--- src/rtl/cofs_pkg.sv ---
// shared types, codes and constants of the clock offset estimator
package cofs_pkg;

  // field widths
  localparam int TIME_W   = 64;
  localparam int ID_W     = 8;
  localparam int STATUS_W = 3;

  // samples averaged before the offset is reported (2 .. 255)
  localparam int SAMPLE_COUNT = 30;

  // queue between front and back
  localparam int QUEUE_DEPTH = 2;
  localparam int QPTR_W      = $clog2(QUEUE_DEPTH);
  localparam int QCNT_W      = $clog2(QUEUE_DEPTH + 1);

  // constant divider: one quotient digit per cycle by reciprocal multiplication
  localparam int DIGIT_W   = 16;
  localparam int DIV_STEPS = TIME_W / DIGIT_W;
  localparam int DCNT_W    = $clog2(DIV_STEPS);
  localparam int REM_W     = $clog2(SAMPLE_COUNT);
  localparam int PART_W    = REM_W + DIGIT_W;
  localparam int RECIP_SH  = PART_W + REM_W;
  localparam int RECIP_W   = PART_W + 1;
  localparam int PROD_W    = PART_W + RECIP_W;
  localparam logic [RECIP_W-1:0] RECIP =
    RECIP_W'(((64'd1 << RECIP_SH) + 64'(SAMPLE_COUNT) - 64'd1) / 64'(SAMPLE_COUNT));

  // opcodes of an input word
  localparam logic OP_SEND = 1'b0;
  localparam logic OP_RESP = 1'b1;

  // result status codes
  typedef enum logic [STATUS_W-1:0] {
    STAT_ISSUED    = 3'd0,
    STAT_IGNORED   = 3'd1,
    STAT_ACCEPTED  = 3'd2,
    STAT_RESTARTED = 3'd3,
    STAT_SYNCED    = 3'd4
  } status_t;

  // work handed from front to back
  typedef enum logic [1:0] {
    K_NONE  = 2'd0,
    K_ACCUM = 2'd1,
    K_CLEAR = 2'd2,
    K_FINAL = 2'd3
  } kind_t;

  typedef struct packed {
    kind_t              kind;
    status_t            status;
    logic [ID_W-1:0]    send_id;
    logic               ahead;
    logic [TIME_W-1:0]  ping;
    logic [TIME_W-1:0]  abs_diff;
  } entry_t;

endpackage

--- src/rtl/cofs_if.sv ---
// valid/ready channel interfaces for input and result words
interface cofs_in_if;
  import cofs_pkg::*;
  logic              valid;
  logic              ready;
  logic              opcode;
  logic [TIME_W-1:0] now_time;
  logic [ID_W-1:0]   resp_id;
  logic [TIME_W-1:0] server_time;

  modport source (output valid, output opcode, output now_time, output resp_id,
                  output server_time, input ready);
  modport sink (input valid, input opcode, input now_time, input resp_id,
                input server_time, output ready);
endinterface

interface cofs_out_if;
  import cofs_pkg::*;
  logic                valid;
  logic                ready;
  logic [STATUS_W-1:0] status;
  logic [ID_W-1:0]     send_id;
  logic [TIME_W-1:0]   time_delta;
  logic [TIME_W-1:0]   mean_ping;

  modport source (output valid, output status, output send_id, output time_delta,
                  output mean_ping, input ready);
  modport sink (input valid, input status, input send_id, input time_delta,
                input mean_ping, output ready);
endinterface

--- src/rtl/cofs_front.sv ---
// front: accepts input words, tracks the exchange state and classifies each word
module cofs_front (
  input  logic             clk,
  input  logic             rst_n,
  cofs_in_if.sink          in_ch,
  output logic             push_valid,
  input  logic             push_ready,
  output cofs_pkg::entry_t push_entry
);
  import cofs_pkg::*;

  logic [ID_W-1:0]   exp_id_r, exp_id_nxt;
  logic [TIME_W-1:0] sent_time_r, sent_time_nxt;
  logic              server_ahead_r, server_ahead_nxt;
  logic              done_r, done_nxt;
  logic              ahead_now;
  logic              in_fire;
  logic [ID_W:0]     count_inc;

  assign in_ch.ready = push_ready;
  assign push_valid  = in_ch.valid;
  assign in_fire     = in_ch.valid && push_ready;

  assign ahead_now = in_ch.server_time >= in_ch.now_time;
  assign count_inc = {1'b0, exp_id_r} + {{ID_W{1'b0}}, 1'b1};

  // classify the word and work out the next exchange state
  always_comb begin
    exp_id_nxt       = exp_id_r;
    sent_time_nxt    = sent_time_r;
    server_ahead_nxt = server_ahead_r;
    done_nxt         = done_r;

    push_entry.kind     = K_NONE;
    push_entry.status   = STAT_IGNORED;
    push_entry.ahead    = server_ahead_r;
    push_entry.ping     = in_ch.now_time - sent_time_r;
    push_entry.abs_diff = ahead_now ? (in_ch.server_time - in_ch.now_time)
                                    : (in_ch.now_time - in_ch.server_time);

    if (in_ch.opcode == OP_SEND) begin
      if (!done_r) begin
        sent_time_nxt     = in_ch.now_time;
        push_entry.status = STAT_ISSUED;
      end
    end else if (!done_r && (in_ch.resp_id == exp_id_r)) begin
      if ((exp_id_r != '0) && (ahead_now != server_ahead_r)) begin
        // sign flipped against the run: start over
        exp_id_nxt        = '0;
        push_entry.kind   = K_CLEAR;
        push_entry.status = STAT_RESTARTED;
      end else begin
        if (exp_id_r == '0) begin
          server_ahead_nxt = ahead_now;
        end
        push_entry.ahead = server_ahead_nxt;
        if (count_inc >= (ID_W+1)'(SAMPLE_COUNT)) begin
          done_nxt          = 1'b1;
          push_entry.kind   = K_FINAL;
          push_entry.status = STAT_SYNCED;
        end else begin
          exp_id_nxt        = count_inc[ID_W-1:0];
          push_entry.kind   = K_ACCUM;
          push_entry.status = STAT_ACCEPTED;
        end
      end
    end

    push_entry.send_id = exp_id_nxt;
  end

  // exchange state
  always_ff @(posedge clk) begin
    if (!rst_n) begin
      exp_id_r       <= '0;
      sent_time_r    <= '0;
      server_ahead_r <= 1'b0;
      done_r         <= 1'b0;
    end else if (in_fire) begin
      exp_id_r       <= exp_id_nxt;
      sent_time_r    <= sent_time_nxt;
      server_ahead_r <= server_ahead_nxt;
      done_r         <= done_nxt;
    end
  end

`ifndef SYNTHESIS
  a_done_sticks: assert property (@(posedge clk) disable iff (!rst_n)
    done_r |=> done_r)
    else $error("sync flag cleared after synchronization");

  a_id_in_range: assert property (@(posedge clk) disable iff (!rst_n)
    exp_id_r < ID_W'(SAMPLE_COUNT))
    else $error("expected id reached the sample count");

  a_final_sets_done: assert property (@(posedge clk) disable iff (!rst_n)
    (in_fire && (push_entry.kind == K_FINAL)) |=> done_r)
    else $error("final sample did not mark the block synchronized");
`endif

endmodule

--- src/rtl/cofs_queue.sv ---
// two-entry queue between front and back
module cofs_queue (
  input  logic             clk,
  input  logic             rst_n,
  input  logic             push_valid,
  output logic             push_ready,
  input  cofs_pkg::entry_t push_entry,
  output logic             pop_valid,
  input  logic             pop_ready,
  output cofs_pkg::entry_t pop_entry
);
  import cofs_pkg::*;

  entry_t            mem_r [QUEUE_DEPTH];
  logic [QPTR_W-1:0] wr_ptr_r, rd_ptr_r;
  logic [QCNT_W-1:0] count_r;
  logic              push_fire, pop_fire;

  assign push_ready = count_r != QCNT_W'(QUEUE_DEPTH);
  assign pop_valid  = count_r != '0;
  assign pop_entry  = mem_r[rd_ptr_r];
  assign push_fire  = push_valid && push_ready;
  assign pop_fire   = pop_valid && pop_ready;

  // storage
  always_ff @(posedge clk) begin
    if (push_fire) begin
      mem_r[wr_ptr_r] <= push_entry;
    end
  end

  // pointers and fill count
  always_ff @(posedge clk) begin
    if (!rst_n) begin
      wr_ptr_r <= '0;
      rd_ptr_r <= '0;
      count_r  <= '0;
    end else begin
      if (push_fire) begin
        wr_ptr_r <= (wr_ptr_r == QPTR_W'(QUEUE_DEPTH-1)) ? '0 : wr_ptr_r + 1'b1;
      end
      if (pop_fire) begin
        rd_ptr_r <= (rd_ptr_r == QPTR_W'(QUEUE_DEPTH-1)) ? '0 : rd_ptr_r + 1'b1;
      end
      if (push_fire && !pop_fire) begin
        count_r <= count_r + 1'b1;
      end else if (pop_fire && !push_fire) begin
        count_r <= count_r - 1'b1;
      end
    end
  end

endmodule

--- src/rtl/cofs_back.sv ---
// back: keeps the running sums, divides for the means and holds the result word
module cofs_back (
  input  logic             clk,
  input  logic             rst_n,
  input  logic             pop_valid,
  output logic             pop_ready,
  input  cofs_pkg::entry_t pop_entry,
  cofs_out_if.source       out_ch
);
  import cofs_pkg::*;

  typedef enum logic [1:0] {
    ST_IDLE = 2'b01,
    ST_DIV  = 2'b10
  } state_t;

  localparam logic [PART_W-1:0] DIVISOR = PART_W'(SAMPLE_COUNT);

  state_t              state_r, state_nxt;
  logic [DCNT_W-1:0]   div_cnt_r, div_cnt_nxt;
  logic [TIME_W-1:0]   offset_sum_r, offset_sum_nxt;
  logic [TIME_W-1:0]   ping_sum_r, ping_sum_nxt;
  logic [TIME_W-1:0]   q_off_r, q_off_nxt, q_ping_r, q_ping_nxt;
  logic [REM_W-1:0]    rem_off_r, rem_off_nxt, rem_ping_r, rem_ping_nxt;
  logic                out_valid_r, out_valid_nxt;
  logic [STATUS_W-1:0] out_status_r, out_status_nxt;
  logic [ID_W-1:0]     out_id_r, out_id_nxt;
  logic [TIME_W-1:0]   out_delta_r, out_delta_nxt;
  logic [TIME_W-1:0]   out_ping_r, out_ping_nxt;
  logic                ahead_r, ahead_nxt;
  logic [TIME_W-1:0]   sample_add;
  logic [PART_W-1:0]   part_off, part_ping;
  logic [PROD_W-1:0]   prod_off, prod_ping;
  logic [DIGIT_W-1:0]  dig_off, dig_ping;
  logic [PART_W-1:0]   left_off, left_ping;
  logic                pop_fire;

  assign pop_ready = (state_r == ST_IDLE) && (!out_valid_r || out_ch.ready);
  assign pop_fire  = pop_valid && pop_ready;

  assign sample_add = pop_entry.abs_diff + (pop_entry.ping >> 1);

  // one quotient digit per step: remainder and next digit times the reciprocal
  assign part_off  = {rem_off_r, q_off_r[TIME_W-1 -: DIGIT_W]};
  assign part_ping = {rem_ping_r, q_ping_r[TIME_W-1 -: DIGIT_W]};
  assign prod_off  = PROD_W'(part_off) * PROD_W'(RECIP);
  assign prod_ping = PROD_W'(part_ping) * PROD_W'(RECIP);
  assign dig_off   = prod_off[RECIP_SH +: DIGIT_W];
  assign dig_ping  = prod_ping[RECIP_SH +: DIGIT_W];
  assign left_off  = part_off - PART_W'(dig_off) * DIVISOR;
  assign left_ping = part_ping - PART_W'(dig_ping) * DIVISOR;

  always_comb begin
    state_nxt      = state_r;
    div_cnt_nxt    = div_cnt_r;
    offset_sum_nxt = offset_sum_r;
    ping_sum_nxt   = ping_sum_r;
    q_off_nxt      = q_off_r;
    q_ping_nxt     = q_ping_r;
    rem_off_nxt    = rem_off_r;
    rem_ping_nxt   = rem_ping_r;
    out_valid_nxt  = out_valid_r && !out_ch.ready;
    out_status_nxt = out_status_r;
    out_id_nxt     = out_id_r;
    out_delta_nxt  = out_delta_r;
    out_ping_nxt   = out_ping_r;
    ahead_nxt      = ahead_r;

    case (state_r)
      ST_IDLE: begin
        if (pop_fire) begin
          out_status_nxt = pop_entry.status;
          out_id_nxt     = pop_entry.send_id;
          out_delta_nxt  = '0;
          out_ping_nxt   = '0;
          case (pop_entry.kind)
            K_ACCUM: begin
              offset_sum_nxt = offset_sum_r + sample_add;
              ping_sum_nxt   = ping_sum_r + pop_entry.ping;
              out_valid_nxt  = 1'b1;
            end
            K_CLEAR: begin
              offset_sum_nxt = '0;
              ping_sum_nxt   = '0;
              out_valid_nxt  = 1'b1;
            end
            K_FINAL: begin
              // last sample goes straight into the divider
              q_off_nxt    = offset_sum_r + sample_add;
              q_ping_nxt   = ping_sum_r + pop_entry.ping;
              rem_off_nxt  = '0;
              rem_ping_nxt = '0;
              div_cnt_nxt  = '0;
              ahead_nxt    = pop_entry.ahead;
              state_nxt    = ST_DIV;
            end
            default: begin
              out_valid_nxt = 1'b1;
            end
          endcase
        end
      end
      ST_DIV: begin
        q_off_nxt    = {q_off_r[TIME_W-DIGIT_W-1:0], dig_off};
        q_ping_nxt   = {q_ping_r[TIME_W-DIGIT_W-1:0], dig_ping};
        rem_off_nxt  = left_off[REM_W-1:0];
        rem_ping_nxt = left_ping[REM_W-1:0];
        div_cnt_nxt  = div_cnt_r + 1'b1;
        if (div_cnt_r == DCNT_W'(DIV_STEPS-1)) begin
          out_delta_nxt = ahead_r ? q_off_nxt : ~q_off_nxt;
          out_ping_nxt  = q_ping_nxt;
          out_valid_nxt = 1'b1;
          div_cnt_nxt   = '0;
          state_nxt     = ST_IDLE;
        end
      end
      default: begin
        state_nxt = ST_IDLE;
      end
    endcase
  end

  // control
  always_ff @(posedge clk) begin
    if (!rst_n) begin
      state_r      <= ST_IDLE;
      div_cnt_r    <= '0;
      out_valid_r  <= 1'b0;
      offset_sum_r <= '0;
      ping_sum_r   <= '0;
    end else begin
      state_r      <= state_nxt;
      div_cnt_r    <= div_cnt_nxt;
      out_valid_r  <= out_valid_nxt;
      offset_sum_r <= offset_sum_nxt;
      ping_sum_r   <= ping_sum_nxt;
    end
  end

  // divider and result payload
  always_ff @(posedge clk) begin
    q_off_r      <= q_off_nxt;
    q_ping_r     <= q_ping_nxt;
    rem_off_r    <= rem_off_nxt;
    rem_ping_r   <= rem_ping_nxt;
    ahead_r      <= ahead_nxt;
    out_status_r <= out_status_nxt;
    out_id_r     <= out_id_nxt;
    out_delta_r  <= out_delta_nxt;
    out_ping_r   <= out_ping_nxt;
  end

  assign out_ch.valid      = out_valid_r;
  assign out_ch.status     = out_status_r;
  assign out_ch.send_id    = out_id_r;
  assign out_ch.time_delta = out_delta_r;
  assign out_ch.mean_ping  = out_ping_r;

`ifndef SYNTHESIS
  a_no_pop_while_div: assert property (@(posedge clk) disable iff (!rst_n)
    (state_r == ST_DIV) |-> !pop_ready)
    else $error("queue popped while the divider runs");

  a_rem_below_div: assert property (@(posedge clk) disable iff (!rst_n)
    (state_r == ST_DIV) |-> ({1'b0, rem_off_r} < (REM_W+1)'(SAMPLE_COUNT)) &&
                            ({1'b0, rem_ping_r} < (REM_W+1)'(SAMPLE_COUNT)))
    else $error("divider remainder out of range");

  a_div_done_valid: assert property (@(posedge clk) disable iff (!rst_n)
    ((state_r == ST_DIV) && (div_cnt_r == DCNT_W'(DIV_STEPS-1))) |=>
      (out_valid_r && (state_r == ST_IDLE)))
    else $error("divider finished without presenting a result");

  a_idle_cnt_zero: assert property (@(posedge clk) disable iff (!rst_n)
    (state_r == ST_IDLE) |-> (div_cnt_r == '0))
    else $error("divider step count not cleared while idle");
`endif

endmodule

--- src/rtl/clock_offset_estimator_unit.sv ---
// Clock offset estimator: averages ping samples into a clock offset and mean round trip.
// The block takes one word per cycle on in_ch while the queue has room and gives
// exactly one result word per input word on out_ch, in order. A front stage tracks
// the request id, send time and sign of the first sample and classifies each word; a
// two-entry queue hands the work to a back stage that keeps the 64-bit offset and ping
// sums and a result register, so a waiting result does not stop new words until the
// queue fills. The word that completes the run gets its means from a constant divider
// that makes one 16-bit quotient digit per cycle by reciprocal multiplication, so that
// result appears later than an ordinary one, and the back stage takes no other work
// while it divides. After it every word is reported ignored.
module clock_offset_estimator_unit (
  input  logic     clk,
  input  logic     rst_n,
  cofs_in_if.sink  in_ch,
  cofs_out_if.source out_ch
);
  import cofs_pkg::*;

  logic   push_valid, push_ready, pop_valid, pop_ready;
  entry_t push_entry, pop_entry;

  // classify and track exchange state
  cofs_front u_front (
    .clk        (clk),
    .rst_n      (rst_n),
    .in_ch      (in_ch),
    .push_valid (push_valid),
    .push_ready (push_ready),
    .push_entry (push_entry)
  );

  // decouple front and back
  cofs_queue u_queue (
    .clk        (clk),
    .rst_n      (rst_n),
    .push_valid (push_valid),
    .push_ready (push_ready),
    .push_entry (push_entry),
    .pop_valid  (pop_valid),
    .pop_ready  (pop_ready),
    .pop_entry  (pop_entry)
  );

  // sums, divider and result word
  cofs_back u_back (
    .clk       (clk),
    .rst_n     (rst_n),
    .pop_valid (pop_valid),
    .pop_ready (pop_ready),
    .pop_entry (pop_entry),
    .out_ch    (out_ch)
  );

endmodule

--- src/flat_wrapper.sv ---
// flat-port wrapper written by rule: the top's interface ports become plain ports
module clock_offset_estimator_unit_flat import cofs_pkg::*;
  (clk, rst_n, in_ch_valid, in_ch_opcode, in_ch_now_time, in_ch_resp_id, in_ch_server_time, in_ch_ready, out_ch_valid, out_ch_status, out_ch_send_id, out_ch_time_delta, out_ch_mean_ping, out_ch_ready);
  cofs_in_if in_ch_i ();
  cofs_out_if out_ch_i ();
  input  logic clk;
  input  logic rst_n;
  input wire logic [$bits(in_ch_i.valid)-1:0] in_ch_valid;
  input wire logic [$bits(in_ch_i.opcode)-1:0] in_ch_opcode;
  input wire logic [$bits(in_ch_i.now_time)-1:0] in_ch_now_time;
  input wire logic [$bits(in_ch_i.resp_id)-1:0] in_ch_resp_id;
  input wire logic [$bits(in_ch_i.server_time)-1:0] in_ch_server_time;
  output wire logic [$bits(in_ch_i.ready)-1:0] in_ch_ready;
  output wire logic [$bits(out_ch_i.valid)-1:0] out_ch_valid;
  output wire logic [$bits(out_ch_i.status)-1:0] out_ch_status;
  output wire logic [$bits(out_ch_i.send_id)-1:0] out_ch_send_id;
  output wire logic [$bits(out_ch_i.time_delta)-1:0] out_ch_time_delta;
  output wire logic [$bits(out_ch_i.mean_ping)-1:0] out_ch_mean_ping;
  input wire logic [$bits(out_ch_i.ready)-1:0] out_ch_ready;
  assign in_ch_i.valid = in_ch_valid;
  assign in_ch_i.opcode = in_ch_opcode;
  assign in_ch_i.now_time = in_ch_now_time;
  assign in_ch_i.resp_id = in_ch_resp_id;
  assign in_ch_i.server_time = in_ch_server_time;
  assign in_ch_ready = in_ch_i.ready;
  assign out_ch_valid = out_ch_i.valid;
  assign out_ch_status = out_ch_i.status;
  assign out_ch_send_id = out_ch_i.send_id;
  assign out_ch_time_delta = out_ch_i.time_delta;
  assign out_ch_mean_ping = out_ch_i.mean_ping;
  assign out_ch_i.ready = out_ch_ready;
  clock_offset_estimator_unit u_core (.clk(clk), .rst_n(rst_n), .in_ch(in_ch_i), .out_ch(out_ch_i));
endmodule
--- config.mk ---
export PLATFORM = sky130hd
export DESIGN_NAME = clock_offset_estimator_unit_flat
export DESIGN_NICKNAME = d
export VERILOG_FILES = /design/src/rtl/cofs_pkg.sv /design/src/rtl/cofs_if.sv /design/src/rtl/cofs_front.sv /design/src/rtl/cofs_queue.sv /design/src/rtl/cofs_back.sv /design/src/rtl/clock_offset_estimator_unit.sv /design/src/flat_wrapper.sv
export SDC_FILE = /design/constraint.sdc
export NUM_CORES = 2
export LEC_CHECK = 0
export BUFFER_PORTS_ARGS = -buffer_cell sky130_fd_sc_hd__buf_2
export CAP_MARGIN = 20
export CORE_AREA = 3 3 330 332
export DETAILED_ROUTE_END_ITERATION = 10
export DIE_AREA = 0 0 333 335
export PLACE_DENSITY = 0.72
export SLEW_MARGIN = 20
export SYNTH_ARGS = -nofsm -noshare
export SYNTH_HDL_FRONTEND = slang
export SYNTH_SLANG_ARGS = --single-unit
--- constraint.sdc ---
create_clock -name clk -period 11.7 [get_ports clk]
set_clock_uncertainty 0.05 [all_clocks]
set_input_delay 1.755 -clock clk [delete_from_list [all_inputs] [get_ports clk]]
set_output_delay 1.755 -clock clk [all_outputs]
set_load 0.05 [all_outputs]
After elaboration in Yosys (flattened, before gate mapping)
Memory sizes are Yosys's and may differ from the RTL's. A register that Yosys moved wholly into a read port is not among the register bits.
Cells that the tools add are included.
{"block": "word_totals", "elab_cells": 139, "n_memories": 1, "ram_bits": 284, "out_inout_bits": 141, "register_bits": 489, "input_bits": 141}
{"block": "classes", "n_eq_ne": 12, "n_bitwise": 4, "n_mul": 4, "add_sub_neg": 14, "order_cmp": 2, "muxes": 53, "reduce_logical": 28}
{"memory": "u_core.u_queue.mem_r", "depth": 2, "width": 142, "read_ports": 1, "rd_ports_with_merged_regs": 1, "write_ports": 1, "line_no": "cofs_queue.sv:14", "rtl": "entry_t mem_r [QUEUE_DEPTH];"}
{"operator": "$pmux W64 S2", "count": 6}
{"operator": "$mux W64", "count": 9}
{"operator": "$sub A64 B64 Y64", "count": 3}
{"operator": "$add A64 B64 Y64", "count": 2}
{"operator": "$mul A21 B22 Y42 const B", "count": 2}
{"operator": "$add A64 B63 Y64", "count": 1}
{"operator": "$ge A64 B64 Y1", "count": 1}
{"operator": "$not A64 Y64", "count": 1}
{"operator": "$mul A16 B4 Y4 const B", "count": 2}
{"operator": "$mux W8", "count": 4}
{"operator": "$mux W5", "count": 5}
{"operator": "$pmux W5 S2", "count": 2}
{"operator": "$mux W2", "count": 9}
{"operator": "$reduce_and A3 Y1", "count": 6}
{"operator": "$mux W1", "count": 14}
{"operator": "$sub A5 B5 Y5", "count": 2}
{"operator": "$add A8 B1 Y9 const B", "count": 1}
{"operator": "$ge A9 B5 Y1 const B", "count": 1}
{"operator": "$eq A2 B2 Y1 const B", "count": 4}
{"operator": "$eq A8 B8 Y1", "count": 1}
{"operator": "$logic_and A1 B1 Y1", "count": 8}
{"operator": "$logic_not A8 Y1", "count": 1}
{"operator": "$pmux W2 S2", "count": 2}
{"operator": "$reduce_bool A2 Y1", "count": 4}
{"operator": "15 further kinds", "count": 26}

Logic depth before layout (Yosys ltp)
{"block": "depth", "word_depth": 7, "mapped_depth": 32, "depth_no_buf": 32}

Hierarchy
A second synthesis with hierarchy kept.
{"block": "unflattened", "cells_unflattened": 6167, "hier_area_um2": 60231.5}
{"module": "cofs_back", "seq_area_each_um2": 11010.6, "cells_each": 3472, "area_per_inst_um2": 34491.8, "n_inst": 1}
{"module": "cofs_front", "seq_area_each_um2": 1481.4, "cells_each": 2229, "area_per_inst_um2": 14926.8, "n_inst": 1}
{"module": "cofs_queue", "seq_area_each_um2": 8628.3, "cells_each": 466, "area_per_inst_um2": 10812.9, "n_inst": 1}

Worst setup path after synthesis
OpenSTA, ideal clock, no wires.
{"block": "synth_path", "kind": "input-to-reg", "from": "in out_ch_ready", "to": "reg u_core.u_back.out_ping_r[0], in the netlist u_core.u_back.out_ch.mean_ping[0], enable pin", "cell_stages": 5, "required_ns": 10.993, "path_buffers": 0, "setup_ns": 0.657, "arrival_time_ns": 8.857, "slack_ns": 2.136, "path_cell_list": "nand2b_1 inv_1 nor3b_2 inv_1 a21oi_1"}
{"block": "synth_between", "elab_chain_cells": 5}
{"element": "start, declared", "line_no": "flat_wrapper.sv:19", "rtl": "input wire logic [$bits(out_ch_i.ready)-1:0] out_ch_ready;"}
{"element": "$logic_or A1 B1 Y1", "line_no": "cofs_back.sv:38", "rtl": "assign pop_ready = (state_r == ST_IDLE) && (!out_valid_r || out_ch.ready);"}
{"element": "$logic_and A1 B1 Y1", "line_no": "cofs_back.sv:38"}
{"element": "$logic_and A1 B1 Y1", "line_no": "cofs_back.sv:39", "rtl": "assign pop_fire = pop_valid && pop_ready;"}
{"element": "$ne A2 B1 Y1 (no line)"}
{"element": "$reduce_and A3 Y1 (no line)"}
{"element": "end signal, assigned", "line_no": "cofs_back.sv:150", "rtl": "out_ping_r <= out_ping_nxt;"}
{"element": "end, declared", "line_no": "cofs_back.sv:29", "rtl": "logic [TIME_W-1:0] out_ping_r, out_ping_nxt;"}
No other way between the ends.
A chain may end at the register's enable or synchronous reset.

Worst setup path after layout
{"block": "layout_path", "from": "reg u_core.u_back.q_off_r[52]", "to": "reg u_core.u_back.rem_off_r[4], data pin"}
{"block": "layout_between", "elab_chain_cells": 4}
{"element": "start, declared", "line_no": "cofs_back.sv:23", "rtl": "logic [TIME_W-1:0] q_off_r, q_off_nxt, q_ping_r, q_ping_nxt;"}
{"element": "start signal, assigned", "line_no": "cofs_back.sv:142", "rtl": "q_off_r <= q_off_nxt;"}
{"element": "$mul A21 B22 Y42", "line_no": "cofs_back.sv:46", "rtl": "assign prod_off = PROD_W'(part_off) * PROD_W'(RECIP);"}
{"element": "$mul A16 B4 Y4", "line_no": "cofs_back.sv:50", "rtl": "assign left_off = part_off - PART_W'(dig_off) * DIVISOR;"}
{"element": "$sub A5 B5 Y5 *", "line_no": "cofs_back.sv:50"}
{"element": "$pmux W5 S2 *", "line_no": "cofs_back.sv:69", "rtl": "case (state_r)"}
{"element": "end signal, assigned", "line_no": "cofs_back.sv:144", "rtl": "rem_off_r <= rem_off_nxt;"}
{"element": "end, declared", "line_no": "cofs_back.sv:24", "rtl": "logic [REM_W-1:0] rem_off_r, rem_off_nxt, rem_ping_r, rem_ping_nxt;"}
Mark *: on every way between the ends. The rest lies on a longest branch, timed or not.

==> impl_metrics.py <==
metrics = {
    "status": {
        "outcome": "finished clean",
    },
    "routing": {
        "via_per_inst": 5.90,
        "final_antenna_net_count": 0,
        "wirelength_um": 167000,
        "routedWlPerCell_um": 22.1,
        "drtIter0Drc": 3790,
        "vias": 44648,
        "drcViolationCount": 0,
        "firstDrtPassIters": 6,
    },
    "clocking": {
        "cts_setup_buffers": 0,
        "cts_tree": "yes",
        "cts_root_buf": "clkbuf_16",
        "cts.hold.buffers_added": 0,
        "clkTransAtPathRegs_ns": 0.06,
        "cts_resized": 0,
        "numCtsBuffers": 85,
        "worstSkewPairLatency_ns": 0.69,
        "clock_sinks": 774,
        "htreeDepth": 3,
        "clk_path_buf_depth": 3,
    },
    "synth": {
        "synth_top_area_share": 0.289,
        "async_flop_share": 0,
        "synth_nets": 6953,
        "yosys_register_bits": 774,
        "synth_edf_count": 562,
        "ys_types": 89,
        "synth.cell_area_um2": 58400,
        "yosysTopAreaCell": "edfxtp_1",
        "ys_warn_count": 0,
        "synth_area_leaders": "edfxtp_1 (29%), ha_1 (15%), dfxtp_1 (7.3%)",
        "syn_area_per_cell_um2": 9.83,
        "seq_area_frac_synth": 0.362,
        "syn_inst": 5941,
        "ys.flop_type": "edfxtp_1",
    },
    "setup_path": {
        "path_class": "reg2reg",
        "critPathBufInv": 7,
        "cpMaxStageDelayCell": "edfxtp_1",
        "cpMostUsedCell": "ha_1",
        "r2r-start": "u_core.u_back.q_off_r[52]",
        "startpoint_type": "register",
        "cp_max_fo": 7,
        "crit_family": "adder cells",
        "slowest_delay_ns": 0.57,
        "startpoint": "u_core.u_back.q_off_r[52]",
        "crit_path_end_kind": "register",
        "cp.arrival_ns": 7.85,
        "required_ns": 12.04,
    },
    "grt": {
        "grt.total_usage": 0.295,
        "grt_pass1_vias": 43652,
        "grt_pass1_wl_um": 255000,
        "antenna_found_initial": 5,
        "overflow": 0,
        "grt_max_degree": 118,
    },
    "sta": {
        "final_hold_viol_count": 0,
        "worst_pin_slew_ns": 1.04,
        "period_share": 0.642,
        "fin_ws_ns": 4.19,
        "fin_worst_hold_slack_ns": 0.413,
        "setup_violations": 0,
        "finalCriticalPeriod_ns": 7.51,
        "fmax_mhz": 133,
        "fin_tns_setup_ns": 0,
        "slew_headroom": 0.306,
        "final-max-slew-violation-count": 0,
        "rsz0062_at_grt": "no",
    },
    "hold_path": {
        "hp-class": "reg2reg",
        "worstHoldStart": "u_core.u_front.sent_time_r[4]",
    },
    "floorplanning": {
        "rows": 120,
        "dieArea_um2": 112000,
        "initial_utilization": 0.548,
        "num_io_pins": 282,
        "die_x_um": 333,
        "core_region_area_um2": 107000,
        "dieHeight_um": 335,
    },
    "final_layout": {
        "nNetsFinal": 7100,
        "mostFrequentLayoutCells": "ha_1 (680), edfxtp_1 (562), inv_1 (540)",
        "area_growth_pct": 8.87,
        "diodes": 0,
        "final_common_cell": "ha_1",
        "drive_above_1_share": 0.106,
    },
    "placement": {
        "gp_congestion": 0.943,
        "portBuffers": 281,
        "dp_slack_ns": 4.22,
        "hpwl_um": 133000,
    },
    "run": {
        "cap_violations": 0,
    },
}
==> per-stage QoR <==
step,util,instance area [µm²],instances
after floorplan,-,58400,5941
after global placement,0.571,60800,7404
after detailed placement,0.571,60800,7404
after CTS,0.597,63600,7564
after global routing,0.597,63600,7564
final,0.597,63600,7564
==> registers in the layout, indices dropped and copies added, names as in the netlist, named ones only <==
register,cells
u_core.u_queue.mem_r,284
u_core.u_back.offset_sum_r,64
u_core.u_back.out_ch.mean_ping,64
u_core.u_back.out_ch.time_delta,64
u_core.u_back.ping_sum_r,64
u_core.u_back.q_off_r,64
u_core.u_back.q_ping_r,64
u_core.u_front.sent_time_r,64
u_core.u_back.out_ch.send_id,8
u_core.u_front.exp_id_r,8
u_core.u_back.rem_off_r,5
u_core.u_back.rem_ping_r,5
u_core.u_back.out_ch.status,3
u_core.u_back.div_cnt_r,2
u_core.u_back.state_r,2
u_core.u_queue.count_r,2
u_core.u_back.ahead_r,1
u_core.u_back.out_ch.valid,1
u_core.u_front.done_r,1
u_core.u_front.server_ahead_r,1
u_core.u_queue.rd_ptr_r,1
u_core.u_queue.wr_ptr_r,1
==> cells by family after synthesis <==
kind of cell / count (synthesis) / synth area share
AOI/OAI and AO/OA: 1582 / 0.173
xor gates and xnor gates: 360 / 0.0540
adders and majority gates: 871 / 0.211
buffers and inverters: 790 / 0.0521
DFF: 774 / 0.362
muxes: 187 / 0.0355
and+or+nand+nor: 1377 / 0.113
==> cells in the mapped netlist (71+ instances only) <==
master	number
clkbuf_1	205
a21o_1	202
nor3_1	71
o21ai_0	336
nor2b_1	100
mux2_2	157
a21oi_1	436
and2_1	114
edfxtp_1	562
inv_1	542
fa_1	190
dfxtp_1	212
nand2_1	477
a21boi_0	85
nand3_1	79
o21bai_1	131
xor2_1	189
ha_1	681
nor2_1	304
nand4_1	71
xnor2_1	171
==> tightest hold or removal path, stage by stage, from the launching register on <==
cell and delay, ns:
dfxtp_1 0.30, nand2_1 0.05, a21boi_0 0.06
==> final timing paths <==
path | endpoint | slack [ns] | cells after the start
hold / removal | u_core.u_front.sent_time_r[4] | 0.41 | 2
setup / recovery | u_core.u_back.rem_off_r[4] | 4.19 | 31
hold reg to reg | u_core.u_front.sent_time_r[4] | 0.41 | 2
setup reg to reg | u_core.u_back.rem_off_r[4] | 4.19 | 31
==> layout make-up <==
class                   count  area (µm²)
multi-input cells        4377       34300
clock inverters            41         457
inverters                 542        2040
well taps                1403        1760
flip-flops and latches    774       21100
fillers                  9102       43000
repair buffers            308        1610
clock buffers             119        2300
==> per-layer routing <==
layer	global-route usage	share of wire	up-vias
li1	-	-	21377
met1	0.423	0.46	21572
met2	0.468	0.45	1435
met3	0.0329	0.056	258
met4	0.0973	0.033	6
met5	0	0.00027	-
Power is left out: the tool's default activity adds up to more than one toggle a clock period on the data nets, which glitch-free logic cannot reach.
